[src/sv/okt_pkg.sv]
`default_nettype none

package okt_pkg;

  localparam int DEPTH_DEF   = 16;
  localparam int PAYLOAD_DEF = 32;

  localparam int MODE_W = 4;
  localparam int POS_W  = 4;
  localparam int KEY_W  = 16;
  localparam int DATA_W = 32;
  localparam int FPOS_W = 4;
  localparam int CNT_W  = 5;

  localparam logic [MODE_W-1:0] MODE_APPEND       = 4'd0;
  localparam logic [MODE_W-1:0] MODE_REMOVE       = 4'd1;
  localparam logic [MODE_W-1:0] MODE_INDEX_OF_KEY = 4'd2;
  localparam logic [MODE_W-1:0] MODE_DATA_AT_IDX  = 4'd3;
  localparam logic [MODE_W-1:0] MODE_DATA_OF_KEY  = 4'd4;
  localparam logic [MODE_W-1:0] MODE_REKEY        = 4'd5;
  localparam logic [MODE_W-1:0] MODE_KEY_AT_SET   = 4'd6;
  localparam logic [MODE_W-1:0] MODE_KEY_AT_IDX   = 4'd7;
  localparam logic [MODE_W-1:0] MODE_DATA_KEY_SET = 4'd8;
  localparam logic [MODE_W-1:0] MODE_DATA_AT_SET  = 4'd9;
  localparam logic [MODE_W-1:0] MODE_INDEX_OF_DAT = 4'd10;
  localparam logic [MODE_W-1:0] MODE_COUNT        = 4'd11;

  typedef enum logic [2:0] {
    ST_IDLE,
    ST_DECODE,
    ST_SCAN,
    ST_SHIFT,
    ST_READ,
    ST_FIN
  } state_t;

  // Write address source.
  typedef enum logic [1:0] {
    WA_COUNT,
    WA_POS,
    WA_HIT,
    WA_PREV
  } wsel_t;

  typedef struct packed {
    logic  latch;
    logic  scan_clr;
    logic  scan_pos1;
    logic  rd_en;
    logic  rd_scan;
    logic  wr_key;
    logic  wr_pay;
    wsel_t wsel;
    logic  cnt_inc;
    logic  cnt_dec;
    logic  res_ok;
    logic  res_fpos;
    logic  res_dout;
    logic  res_kout;
    logic  out_load;
  } cmd_t;

  typedef struct packed {
    logic [MODE_W-1:0] mode;
    logic              full;
    logic              pos_valid;
    logic              pend;
    logic              match;
    logic              more;
    logic              out_busy;
  } sts_t;

endpackage

`default_nettype wire

[src/sv/okt_ctrl.sv]
`default_nettype none

module okt_ctrl (
  input  wire logic          clk,
  input  wire logic          rst_n,
  input  wire logic          in_valid,
  output logic               in_ready,
  input  wire okt_pkg::sts_t sts,
  output okt_pkg::cmd_t      cmd
);

  okt_pkg::state_t state_r, state_nxt;

  always_ff @(posedge clk) begin
    if (!rst_n) begin
      state_r <= okt_pkg::ST_IDLE;
    end else begin
      state_r <= state_nxt;
    end
  end

  always_comb begin
    state_nxt = state_r;
    cmd       = '0;
    cmd.wsel  = okt_pkg::WA_COUNT;
    in_ready  = 1'b0;
    unique case (state_r)
      okt_pkg::ST_IDLE: begin
        in_ready = 1'b1;
        if (in_valid) begin
          cmd.latch = 1'b1;
          state_nxt = okt_pkg::ST_DECODE;
        end
      end
      okt_pkg::ST_DECODE: begin
        state_nxt = okt_pkg::ST_FIN;
        unique case (sts.mode) inside
          okt_pkg::MODE_APPEND: begin
            if (!sts.full) begin
              cmd.wr_key  = 1'b1;
              cmd.wr_pay  = 1'b1;
              cmd.wsel    = okt_pkg::WA_COUNT;
              cmd.cnt_inc = 1'b1;
              cmd.res_ok  = 1'b1;
            end
          end
          okt_pkg::MODE_REMOVE: begin
            if (sts.pos_valid) begin
              cmd.scan_pos1 = 1'b1;
              state_nxt     = okt_pkg::ST_SHIFT;
            end
          end
          okt_pkg::MODE_INDEX_OF_KEY, okt_pkg::MODE_DATA_OF_KEY, okt_pkg::MODE_REKEY,
          okt_pkg::MODE_DATA_KEY_SET, okt_pkg::MODE_INDEX_OF_DAT: begin
            cmd.scan_clr = 1'b1;
            state_nxt    = okt_pkg::ST_SCAN;
          end
          okt_pkg::MODE_DATA_AT_IDX, okt_pkg::MODE_KEY_AT_IDX: begin
            if (sts.pos_valid) begin
              cmd.rd_en = 1'b1;
              state_nxt = okt_pkg::ST_READ;
            end
          end
          okt_pkg::MODE_KEY_AT_SET: begin
            if (sts.pos_valid) begin
              cmd.wr_key = 1'b1;
              cmd.wsel   = okt_pkg::WA_POS;
              cmd.res_ok = 1'b1;
            end
          end
          okt_pkg::MODE_DATA_AT_SET: begin
            if (sts.pos_valid) begin
              cmd.wr_pay = 1'b1;
              cmd.wsel   = okt_pkg::WA_POS;
              cmd.res_ok = 1'b1;
            end
          end
          okt_pkg::MODE_COUNT: begin
            cmd.res_ok = 1'b1;
          end
          default: begin
          end
        endcase
      end
      okt_pkg::ST_SCAN: begin
        // Reads are issued one per cycle; the compare runs one entry behind.
        if (sts.pend && sts.match) begin
          cmd.res_ok = 1'b1;
          cmd.wsel   = okt_pkg::WA_HIT;
          cmd.res_fpos = (sts.mode == okt_pkg::MODE_INDEX_OF_KEY) ||
                         (sts.mode == okt_pkg::MODE_INDEX_OF_DAT);
          cmd.res_dout = (sts.mode == okt_pkg::MODE_DATA_OF_KEY);
          cmd.wr_key   = (sts.mode == okt_pkg::MODE_REKEY);
          cmd.wr_pay   = (sts.mode == okt_pkg::MODE_DATA_KEY_SET);
          state_nxt    = okt_pkg::ST_FIN;
        end else begin
          if (sts.more) begin
            cmd.rd_en   = 1'b1;
            cmd.rd_scan = 1'b1;
          end
          if (!sts.pend && !sts.more) begin
            state_nxt = okt_pkg::ST_FIN;
          end
        end
      end
      okt_pkg::ST_SHIFT: begin
        // Each entry read at one address is written back one place lower.
        if (sts.pend) begin
          cmd.wr_key = 1'b1;
          cmd.wr_pay = 1'b1;
          cmd.wsel   = okt_pkg::WA_PREV;
        end
        if (sts.more) begin
          cmd.rd_en   = 1'b1;
          cmd.rd_scan = 1'b1;
        end
        if (!sts.pend && !sts.more) begin
          cmd.cnt_dec = 1'b1;
          cmd.res_ok  = 1'b1;
          state_nxt   = okt_pkg::ST_FIN;
        end
      end
      okt_pkg::ST_READ: begin
        cmd.res_ok   = 1'b1;
        cmd.res_dout = (sts.mode == okt_pkg::MODE_DATA_AT_IDX);
        cmd.res_kout = (sts.mode == okt_pkg::MODE_KEY_AT_IDX);
        state_nxt    = okt_pkg::ST_FIN;
      end
      okt_pkg::ST_FIN: begin
        if (!sts.out_busy) begin
          cmd.out_load = 1'b1;
          state_nxt    = okt_pkg::ST_IDLE;
        end
      end
      default: begin
        state_nxt = okt_pkg::ST_IDLE;
      end
    endcase
  end

endmodule

`default_nettype wire

[src/sv/okt_dpath.sv]
`default_nettype none

module okt_dpath #(
  parameter int DEPTH        = okt_pkg::DEPTH_DEF,
  parameter int PAYLOAD_BITS = okt_pkg::PAYLOAD_DEF
) (
  input  wire logic                         clk,
  input  wire logic                         rst_n,
  input  wire okt_pkg::cmd_t                cmd,
  output okt_pkg::sts_t                     sts,
  input  wire logic [okt_pkg::MODE_W-1:0]   in_mode,
  input  wire logic [okt_pkg::POS_W-1:0]    in_position,
  input  wire logic [okt_pkg::KEY_W-1:0]    in_key_id,
  input  wire logic [okt_pkg::KEY_W-1:0]    in_new_id,
  input  wire logic [okt_pkg::DATA_W-1:0]   in_data_in,
  output logic                              out_valid,
  input  wire logic                         out_ready,
  output logic                              out_ok,
  output logic [okt_pkg::FPOS_W-1:0]        out_found_position,
  output logic [okt_pkg::KEY_W-1:0]         out_key_out,
  output logic [okt_pkg::DATA_W-1:0]        out_data_out,
  output logic [okt_pkg::CNT_W-1:0]         out_entry_count
);

  localparam int AW = $clog2(DEPTH);
  localparam int CW = $clog2(DEPTH + 1);
  localparam int VW = (CW > okt_pkg::POS_W) ? CW : okt_pkg::POS_W;
  localparam int PW = PAYLOAD_BITS;
  localparam int KW = okt_pkg::KEY_W;
  localparam int DW = okt_pkg::DATA_W;
  localparam int FW = okt_pkg::FPOS_W;
  localparam int NW = okt_pkg::CNT_W;

  logic [KW-1:0] key_mem [DEPTH];
  logic [PW-1:0] pay_mem [DEPTH];

  logic [okt_pkg::MODE_W-1:0] mode_r;
  logic [okt_pkg::POS_W-1:0]  pos_r;
  logic [KW-1:0]              key_r;
  logic [KW-1:0]              new_r;
  logic [PW-1:0]              data_r;

  logic [CW-1:0] count_r;
  logic [CW-1:0] scan_r;
  logic          pend_r;
  logic [AW-1:0] addr_d_r;
  logic [KW-1:0] rd_key_r;
  logic [PW-1:0] rd_pay_r;

  logic          ok_r;
  logic [AW-1:0] fpos_r;
  logic [KW-1:0] kout_r;
  logic [PW-1:0] dout_r;

  logic          out_valid_r;
  logic          out_ok_r;
  logic [FW-1:0] out_fpos_r;
  logic [KW-1:0] out_key_r;
  logic [DW-1:0] out_data_r;
  logic [NW-1:0] out_cnt_r;

  logic [AW-1:0] pos_idx;
  logic [AW-1:0] raddr;
  logic [AW-1:0] waddr;
  logic [KW-1:0] wkey;
  logic [PW-1:0] wpay;
  logic          shift_src;

  assign pos_idx   = AW'(pos_r);
  assign raddr     = cmd.rd_scan ? scan_r[AW-1:0] : pos_idx;
  assign shift_src = (cmd.wsel == okt_pkg::WA_PREV);

  always_comb begin
    unique case (cmd.wsel)
      okt_pkg::WA_COUNT: waddr = count_r[AW-1:0];
      okt_pkg::WA_POS:   waddr = pos_idx;
      okt_pkg::WA_HIT:   waddr = addr_d_r;
      okt_pkg::WA_PREV:  waddr = AW'(addr_d_r - 1'b1);
      default:           waddr = addr_d_r;
    endcase
  end

  always_comb begin
    if (shift_src) begin
      wkey = rd_key_r;
      wpay = rd_pay_r;
    end else begin
      wkey = (mode_r == okt_pkg::MODE_APPEND) ? key_r : new_r;
      wpay = data_r;
    end
  end

  always_ff @(posedge clk) begin
    if (cmd.wr_key) begin
      key_mem[waddr] <= wkey;
    end
    if (cmd.wr_pay) begin
      pay_mem[waddr] <= wpay;
    end
    if (cmd.rd_en) begin
      rd_key_r <= key_mem[raddr];
      rd_pay_r <= pay_mem[raddr];
      addr_d_r <= raddr;
    end
  end

  always_ff @(posedge clk) begin
    if (cmd.latch) begin
      mode_r <= in_mode;
      pos_r  <= in_position;
      key_r  <= in_key_id;
      new_r  <= in_new_id;
      data_r <= PW'(in_data_in);
    end
    if (cmd.scan_clr) begin
      scan_r <= '0;
    end else if (cmd.scan_pos1) begin
      scan_r <= CW'(pos_r) + 1'b1;
    end else if (cmd.rd_scan) begin
      scan_r <= scan_r + 1'b1;
    end
    if (cmd.latch) begin
      kout_r <= '0;
      dout_r <= '0;
      fpos_r <= '0;
    end else begin
      if (cmd.res_kout) begin
        kout_r <= rd_key_r;
      end
      if (cmd.res_dout) begin
        dout_r <= rd_pay_r;
      end
      if (cmd.res_fpos) begin
        fpos_r <= addr_d_r;
      end
    end
    if (cmd.out_load) begin
      out_ok_r   <= ok_r;
      out_fpos_r <= FW'(fpos_r);
      out_key_r  <= kout_r;
      out_data_r <= DW'(dout_r);
      out_cnt_r  <= NW'(count_r);
    end
  end

  always_ff @(posedge clk) begin
    if (!rst_n) begin
      count_r     <= '0;
      pend_r      <= 1'b0;
      ok_r        <= 1'b0;
      out_valid_r <= 1'b0;
    end else begin
      pend_r <= cmd.rd_en;
      if (cmd.cnt_inc) begin
        count_r <= count_r + 1'b1;
      end else if (cmd.cnt_dec) begin
        count_r <= count_r - 1'b1;
      end
      if (cmd.latch) begin
        ok_r <= 1'b0;
      end else if (cmd.res_ok) begin
        ok_r <= 1'b1;
      end
      if (cmd.out_load) begin
        out_valid_r <= 1'b1;
      end else if (out_ready) begin
        out_valid_r <= 1'b0;
      end
    end
  end

  always_comb begin
    sts.mode      = mode_r;
    sts.full      = (count_r == CW'(DEPTH));
    sts.pos_valid = (VW'(pos_r) < VW'(count_r));
    sts.pend      = pend_r;
    sts.match     = (mode_r == okt_pkg::MODE_INDEX_OF_DAT) ? (rd_pay_r == data_r)
                                                           : (rd_key_r == key_r);
    sts.more      = (scan_r < count_r);
    sts.out_busy  = out_valid_r && !out_ready;
  end

  assign out_valid          = out_valid_r;
  assign out_ok             = out_ok_r;
  assign out_found_position = out_fpos_r;
  assign out_key_out        = out_key_r;
  assign out_data_out       = out_data_r;
  assign out_entry_count    = out_cnt_r;

endmodule

`default_nettype wire

[src/sv/ordered_keyed_table_unit.sv]
`default_nettype none

// Channel  Direction  Transfer when          Payload
// in_      input      in_valid & in_ready    mode, position, key_id, new_id, data_in
// out_     output     out_valid & out_ready  ok, found_position, key_out, data_out,
//                                            entry_count
//
// A request is taken in the idle state and decoded in the cycle after; once the work
// ends, its result is loaded into the output register. Key and payload searches and
// the gap closing of a remove walk the table memory one entry per cycle, and a search
// stops at a match. Reset clears the entry count and all handshake state; the table
// contents are not cleared. A waiting result does not block the next request, which
// stalls only when it is ready to deliver while the previous result is still untaken.

module ordered_keyed_table_unit #(
  parameter int DEPTH        = okt_pkg::DEPTH_DEF,
  parameter int PAYLOAD_BITS = okt_pkg::PAYLOAD_DEF
) (
  input  wire logic                         clk,
  input  wire logic                         rst_n,
  input  wire logic                         in_valid,
  output logic                              in_ready,
  input  wire logic [okt_pkg::MODE_W-1:0]   in_mode,
  input  wire logic [okt_pkg::POS_W-1:0]    in_position,
  input  wire logic [okt_pkg::KEY_W-1:0]    in_key_id,
  input  wire logic [okt_pkg::KEY_W-1:0]    in_new_id,
  input  wire logic [okt_pkg::DATA_W-1:0]   in_data_in,
  output logic                              out_valid,
  input  wire logic                         out_ready,
  output logic                              out_ok,
  output logic [okt_pkg::FPOS_W-1:0]        out_found_position,
  output logic [okt_pkg::KEY_W-1:0]         out_key_out,
  output logic [okt_pkg::DATA_W-1:0]        out_data_out,
  output logic [okt_pkg::CNT_W-1:0]         out_entry_count
);

  okt_pkg::cmd_t cmd;
  okt_pkg::sts_t sts;

  okt_ctrl u_ctrl (
    .clk      (clk),
    .rst_n    (rst_n),
    .in_valid (in_valid),
    .in_ready (in_ready),
    .sts      (sts),
    .cmd      (cmd)
  );

  okt_dpath #(
    .DEPTH        (DEPTH),
    .PAYLOAD_BITS (PAYLOAD_BITS)
  ) u_dpath (
    .clk                (clk),
    .rst_n              (rst_n),
    .cmd                (cmd),
    .sts                (sts),
    .in_mode            (in_mode),
    .in_position        (in_position),
    .in_key_id          (in_key_id),
    .in_new_id          (in_new_id),
    .in_data_in         (in_data_in),
    .out_valid          (out_valid),
    .out_ready          (out_ready),
    .out_ok             (out_ok),
    .out_found_position (out_found_position),
    .out_key_out        (out_key_out),
    .out_data_out       (out_data_out),
    .out_entry_count    (out_entry_count)
  );

endmodule

`default_nettype wire

[config.mk]
export PLATFORM = sky130hd
export DESIGN_NAME = ordered_keyed_table_unit
export DESIGN_NICKNAME = d
export VERILOG_FILES = /design/src/sv/okt_pkg.sv /design/src/sv/okt_ctrl.sv /design/src/sv/okt_dpath.sv /design/src/sv/ordered_keyed_table_unit.sv
export SDC_FILE = /design/constraint.sdc
export NUM_CORES = 1
export LEC_CHECK = 0
export BUFFER_PORTS_ARGS = -buffer_cell sky130_fd_sc_hd__buf_4
export CAP_MARGIN = 25
export CORE_ASPECT_RATIO = 1.2
export CORE_MARGIN = 3
export CORE_UTILIZATION = 50
export DETAILED_ROUTE_END_ITERATION = 7
export HOLD_SLACK_MARGIN = 0.15
export PLACE_DENSITY = 0.64
export SETUP_SLACK_MARGIN = 0.15
export SYNTH_ARGS = -nofsm -noshare
export SYNTH_HDL_FRONTEND = slang
export SYNTH_HIERARCHICAL = 1
export SYNTH_SLANG_ARGS = --single-unit
[constraint.sdc]
create_clock -name clk -period 9.8 [get_ports clk]
set_clock_uncertainty 0.05 [all_clocks]
set_input_delay 0.98 -clock clk [delete_from_list [all_inputs] [get_ports clk]]
set_output_delay 0.98 -clock clk [all_outputs]
set_load 0.02 [all_outputs]
After elaboration in Yosys (flattened, before gate mapping)
Memories as Yosys holds them, arrays and structs flattened. A register that Yosys moved wholly into a read port is not among the register bits.
Index checks and enable logic that the tools add are counted.
{ "totals": {"ramBits": 768, "input_bits": 76, "n_memories": 2, "reg_bits": 202, "wordCells": 130} }
{ "classes": {"eq_ne": 24, "n_addsub": 5, "muxes": 58, "reduce_logical": 18, "order_cmp": 2, "bitwise_logic": 1} }
{ "mem_list": {"columns": ["name", "depth", "width", "rd", "rd_ports_with_merged_regs", "write_ports", "line_no", "text"], "rows": [
  ["u_dpath.pay_mem", 16, 32, 1, 1, 1, "okt_dpath.sv:35", "logic [PW-1:0] pay_mem [DEPTH];"],
  ["u_dpath.key_mem", 16, 16, 1, 1, 1, "okt_dpath.sv:34", "logic [KW-1:0] key_mem [DEPTH];"]
]} }
{ "ops": {"columns": ["operator", "count"], "rows": [
  ["equality test 32 bit", 1],
  ["two-way mux 16 bit", 2],
  ["two-way mux 32 bit", 1],
  ["two-way mux 5 bit", 5],
  ["two-way mux 1 bit", 24],
  ["two-way mux 3 bit", 7],
  ["one-hot mux 3 bit (6 select lines)", 1],
  ["equality test 16 bit", 1],
  ["equality test 4 x 3 -> 1 bit, second input constant", 4],
  ["equality test 4 bit, second input constant", 4],
  ["one-hot mux 4 bit (4 select lines)", 1],
  ["two-way mux 4 bit", 3],
  ["one-hot mux 4 bit (3 select lines)", 1],
  ["adder 5 x 1 -> 5 bit, second input constant", 2],
  ["one-hot mux 3 bit (3 select lines)", 1],
  ["equality test 4 x 2 -> 1 bit, second input constant", 2],
  ["two-way mux 2 bit", 4],
  ["one-hot mux 1 bit (2 select lines)", 4],
  ["equality test 3 x 2 -> 1 bit, second input constant", 2],
  ["equality test 3 bit, second input constant", 2],
  ["one-hot mux 1 bit (3 select lines)", 2],
  ["one-hot mux 2 bit (3 select lines)", 1],
  ["nonzero test 2 bit", 3],
  ["OR reduction 2 bit", 3],
  ["other kinds (21)", 27]
]} }

Longest topological paths before layout
{ "depth": {"word_depth": 7, "ltp_mapped": 15, "ltp_nobuf": 14} }

Modules after synthesis
The synthesis kept the hierarchy.
{ "modules_own_cells": {"columns": ["mod", "area_per_inst_um2", "cells_per_inst", "seq_area_each_um2", "instances"], "rows": [
  ["okt_dpath", 38474.4, 1865, 29828.6, 1],
  ["okt_ctrl", 613.1, 88, 60.1, 1]
]} }

Least setup slack after synthesis
No wires, ideal clock.
{ "synth_timing": {"path_type": "register to register", "startpoint": "register u_dpath.rd_pay_r[22], read port of u_dpath.pay_mem", "endpoint": "memory u_dpath/pay_mem[13][0] (netlist name), enable pin", "setup_time_ps": 421, "path_stages_with_launch": 13, "slack_ps": 5155, "path_buffers": 1, "arrival_ps": 4174, "cell_sequence": "edfxtp_1 -> xnor2_1 -> nand4_1 -> nor4_1 -> nand4_1 -> o21ai_0 -> o21ai_0 -> nor2_1 -> buf_2 -> o21ai_0 -> mux2_2 -> or3b_2 -> nor2_1"} }
{ "synth_lines": {"columns": ["element", "line_no", "text"], "rows": [
  ["start: declaration", "okt_dpath.sv:48", "logic [PW-1:0] rd_pay_r;"],
  ["end: declaration", "okt_dpath.sv:35", null]
]} }

==> metrics.md <==
| Metric | Value |
|---|---|
| First-pass GRT wire length | 131 mm |
| R2R setup slack | ~3.3 ns |
| Initial DRC Count | around 1,800 |
| Fmax | about 0.15 GHz |
| Worst reg2reg path depth | 12 |
| Post-CTS Setup Bufs | 0 |
| FP Rows | 111 |
| # nets final | roughly 2,200 |
| Area share of the largest cell type after synthesis | between 70% and 80% |
| Distinct cells, synth | 57 |
| Ys Warns | 6 |
| Synth Flop Type | edfxtp_1 |
| Post-synthesis sequential area ratio | 76.5% |
| Final period utilization | 66.7% |
| ANT cells | 0 |
| Layout cell share with drive strength beyond 1 | 27.8% |
| Period minus WS final | 6.54 ns |
| CTS buffer count | 100 |
| Clock sink total | 1,018 |
| Die width | 261 µm |
| Via count | about 19,000 |
| Max_cap viols | 0 |
| Post-DRT Antenna Nets | 0 |
| Die footprint | 81,600 µm² |
| Outcome | complete, no violations |
| FF-to-FF Start | u_dpath/rd_pay_r[6] |
| #FFs+latches synth | just over 1,000 |
| Final core occ | 58.6% |
| Core area | a little under 80,000 µm² |
| Number of detailed-route iterations in the first pass | 6 |
| I/O Pins | approximately 140 |
| CTS clock-pin slew for the worst setup and hold paths | roughly 0.06 ns |
| Syn Inst Count | 1,953 |
| Critical path class | flip-flop to flip-flop |
| Top-count cell post-synth | edfxtp_1 |
| Avg WL per Cell | 27.3 µm |
| WP data required | roughly 10 ns |
| Clock buffer depth | 3 |
| Slew margin rel. | around 29% |
| DRT Wirelength | slightly below 90 mm |
| Vias in the first global route | roughly 20,000 |
| Top area cells in the synthesized netlist | edfxtp_1, mux4_2, dfxtp_1, a22oi_1, mux2i_1 |
| Hold Slack | about 0.38 ns |
| Pins over their slew limit | 0 |
| Critical path arrival | 6.76 ns |
| Syn avg cell area | between 20 and 25 µm² |
| Root buffer cell | clkbuf_16 |
| TNS Setup | 0 ns |
| GRT Overall Usage | 22.1% |
| Antenna violations before repair | 2 |
| H-tree depth | 3 |
| Most used cell, CP | o21ai_0 |
| Clock insertion delay at the later pin of the skew report | between 0.6 and 0.7 ns |
| Reg-to-Reg End | u_dpath/pay_mem[4][31] |
| RSZ-0062 raised after global routing | no |
| CP Max Fanout | 25 |
| CP startpoint | u_dpath/rd_pay_r[6] |
| # port buffers | 135 |
| Layout area overhead | 15.4% |
| Initial Util | around 51% |
| Half-perimeter wire length after placement | just under 50 mm |
| GRT overflow | 0 |
| Slew @ Worst Pin | 1.07 ns |
| CTS tree | built |
| Syn Nets | between 2,000 and 2,500 |
| GPL Wtd Cong | between 0.8 and 0.9 |
| Post-CTS Resized | 0 |
| Largest net degree at the start of global routing | 76 |
| Worst Setup Start Kind | flip-flop |
| DR DRC count | 0 |
| Peak supply drop | between 0.00015 and 0.0002 V |
| Die H | 312 µm |
| EDFF count, synth | 950 |
| CP max stage cell | nor2_1 |
| Fillers | 5,617 |
| CP Capture Type | flip-flop |
| Max incr delay on CP | just under 0.7 ns |
| Synth Cell Area | between 30,000 and 40,000 µm² |
| Power Density | between 200 and 250 nW/µm² |
| Hold crit path type | flip-flop to flip-flop |
| P_leak | 0.0146 µW |
| FFs w/ async S/R, synth | 0% |
| Hold buffers post-CTS | 0 |
| Final setup violating endpoints | 0 |
| Vias per std cell | 5.89 |
| Crit path to | u_dpath/pay_mem[4][31] |
| Crit-path cells | xnor2_1, nand4_1, nor4_1, nand4_1, o21ai_0, o21ai_0, nor2_1, mux2_2, o21ai_0, nand3_1, nor2_4, buf_4 |
| Final hold vios | 0 |
| Commonest cells in the netlist | edfxtp_1, mux4_2, nor2_1 |
| Area leader, netlist | edfxtp_1 |
## stage by stage
stage | instance area [µm²] | setup slack (ns) | cells | power, µW
3_5_place_dp | 41600 | 3.22 | 3059 | 6510
6_report | 45100 | 3.26 | 3262 | 10300
2_1_floorplan | 39100 | 5.15 | 1953 | 6100
3_3_place_gp | 41500 | 3.28 | 3056 | 6480
4_1_cts | 44900 | 3.19 | 3246 | 10400
5_1_grt | 45100 | 2.97 | 3262 | 10700
## cells by family after synthesis
kind of cell	Yosys count	share of synthesized area, %
xor+xnor	60	1.34
flops	1018	76.5
fa+ha+maj	13	0.435
buf+inv	107	1.30
simple gates	275	3.25
compound gates	176	3.13
mux	304	14.1
## where the power goes
group	switching, µW	internal [µW]
logic	763	524
registers	105	5050
clock network	1590	2270
## how the worst min path moves through the flow
| stage | startpoint | endpoint | cells after the start |
|---|---|---|---|
| after floorplan | u_dpath/dout_r[0] | u_dpath/out_data_out[0] | 0 |
| after global placement | u_dpath/kout_r[13] | u_dpath/out_key_out[13] | 0 |
| after detailed placement | u_dpath/dout_r[14] | u_dpath/out_data_out[14] | 0 |
| after CTS | u_dpath/dout_r[20] | u_dpath/out_data_out[20] | 0 |
| after global routing | u_dpath/dout_r[20] | u_dpath/out_data_out[20] | 0 |
| final | u_dpath/kout_r[8] | u_dpath/out_key_out[8] | 0 |
## flip-flops by register name, summed over array words and instances, names as in the netlist, 4 cells and up
register and cells:
u_dpath/pay_mem 512, u_dpath/mode_r 4, u_dpath/count_r 5, u_dpath/rd_pay_r 32, u_dpath/rd_key_r 16, u_dpath/pos_idx 4, u_dpath/out_found_position 4, u_dpath/new_r 16
u_dpath/out_key_out 16, u_dpath/key_mem 256, u_dpath/out_entry_count 5, u_dpath/out_data_out 32, u_dpath/dout_r 32, u_dpath/fpos_r 4, u_dpath/addr_d_r 4, u_dpath/kout_r 16
u_dpath/key_r 16, u_dpath/data_r 32, u_dpath/scan_r 5
## final cells by class
type | instances | area (µm²) | share of cell area, %
sequential | 1018 | 29900 | 66.3
multi-input combinational | 828 | 8930 | 19.8
inverter | 10 | 37.5 | 0.0832
clock buffer | 138 | 2810 | 6.23
timing repair buffer | 202 | 1630 | 3.61
tap | 1017 | 1270 | 2.82
clock inverter | 49 | 534 | 1.18
## layout by cell type, fill, tap and decap left out, drive strengths merged, types with 6 or more instances in the layout
cell type,count
ha,12
nand2,70
a21o,10
bufinv,10
clkbuf,139
xor2,29
nor2b,6
mux4,192
nand2b,9
nor2,130
mux2i,71
nor3,7
inv,11
mux2,41
clkinv,34
buf,201
nand3,14
nand3b,6
a21oi,31
edfxtp,950
nor4,9
xnor2,31
a22oi,96
a211oi,6
dfxtp,68
o21ai,14
nand4,10
## worst max-delay path: cells and delay by family (launching register included)
kind / cells / cell delay [ns]
buffers and inverters: 1 / 0.56
and+or+nand+nor: 6 / 2.68
xor gates and xnor gates: 1 / 0.60
muxes: 1 / 0.44
AOI/OAI and AO/OA: 3 / 1.30
DFF: 1 / 0.52
## layer usage
layer  GRT usage [%]  wire (µm)  vias to the layer above
li1                -          -                     8325
met1            29.7      35600                    10000
met2            37.5      45700                      711
met3            3.19       5640                      126
met4            6.65       2070                        0
met5               0          0                        -
No activity file was read; power rests on OpenSTA's default activity.
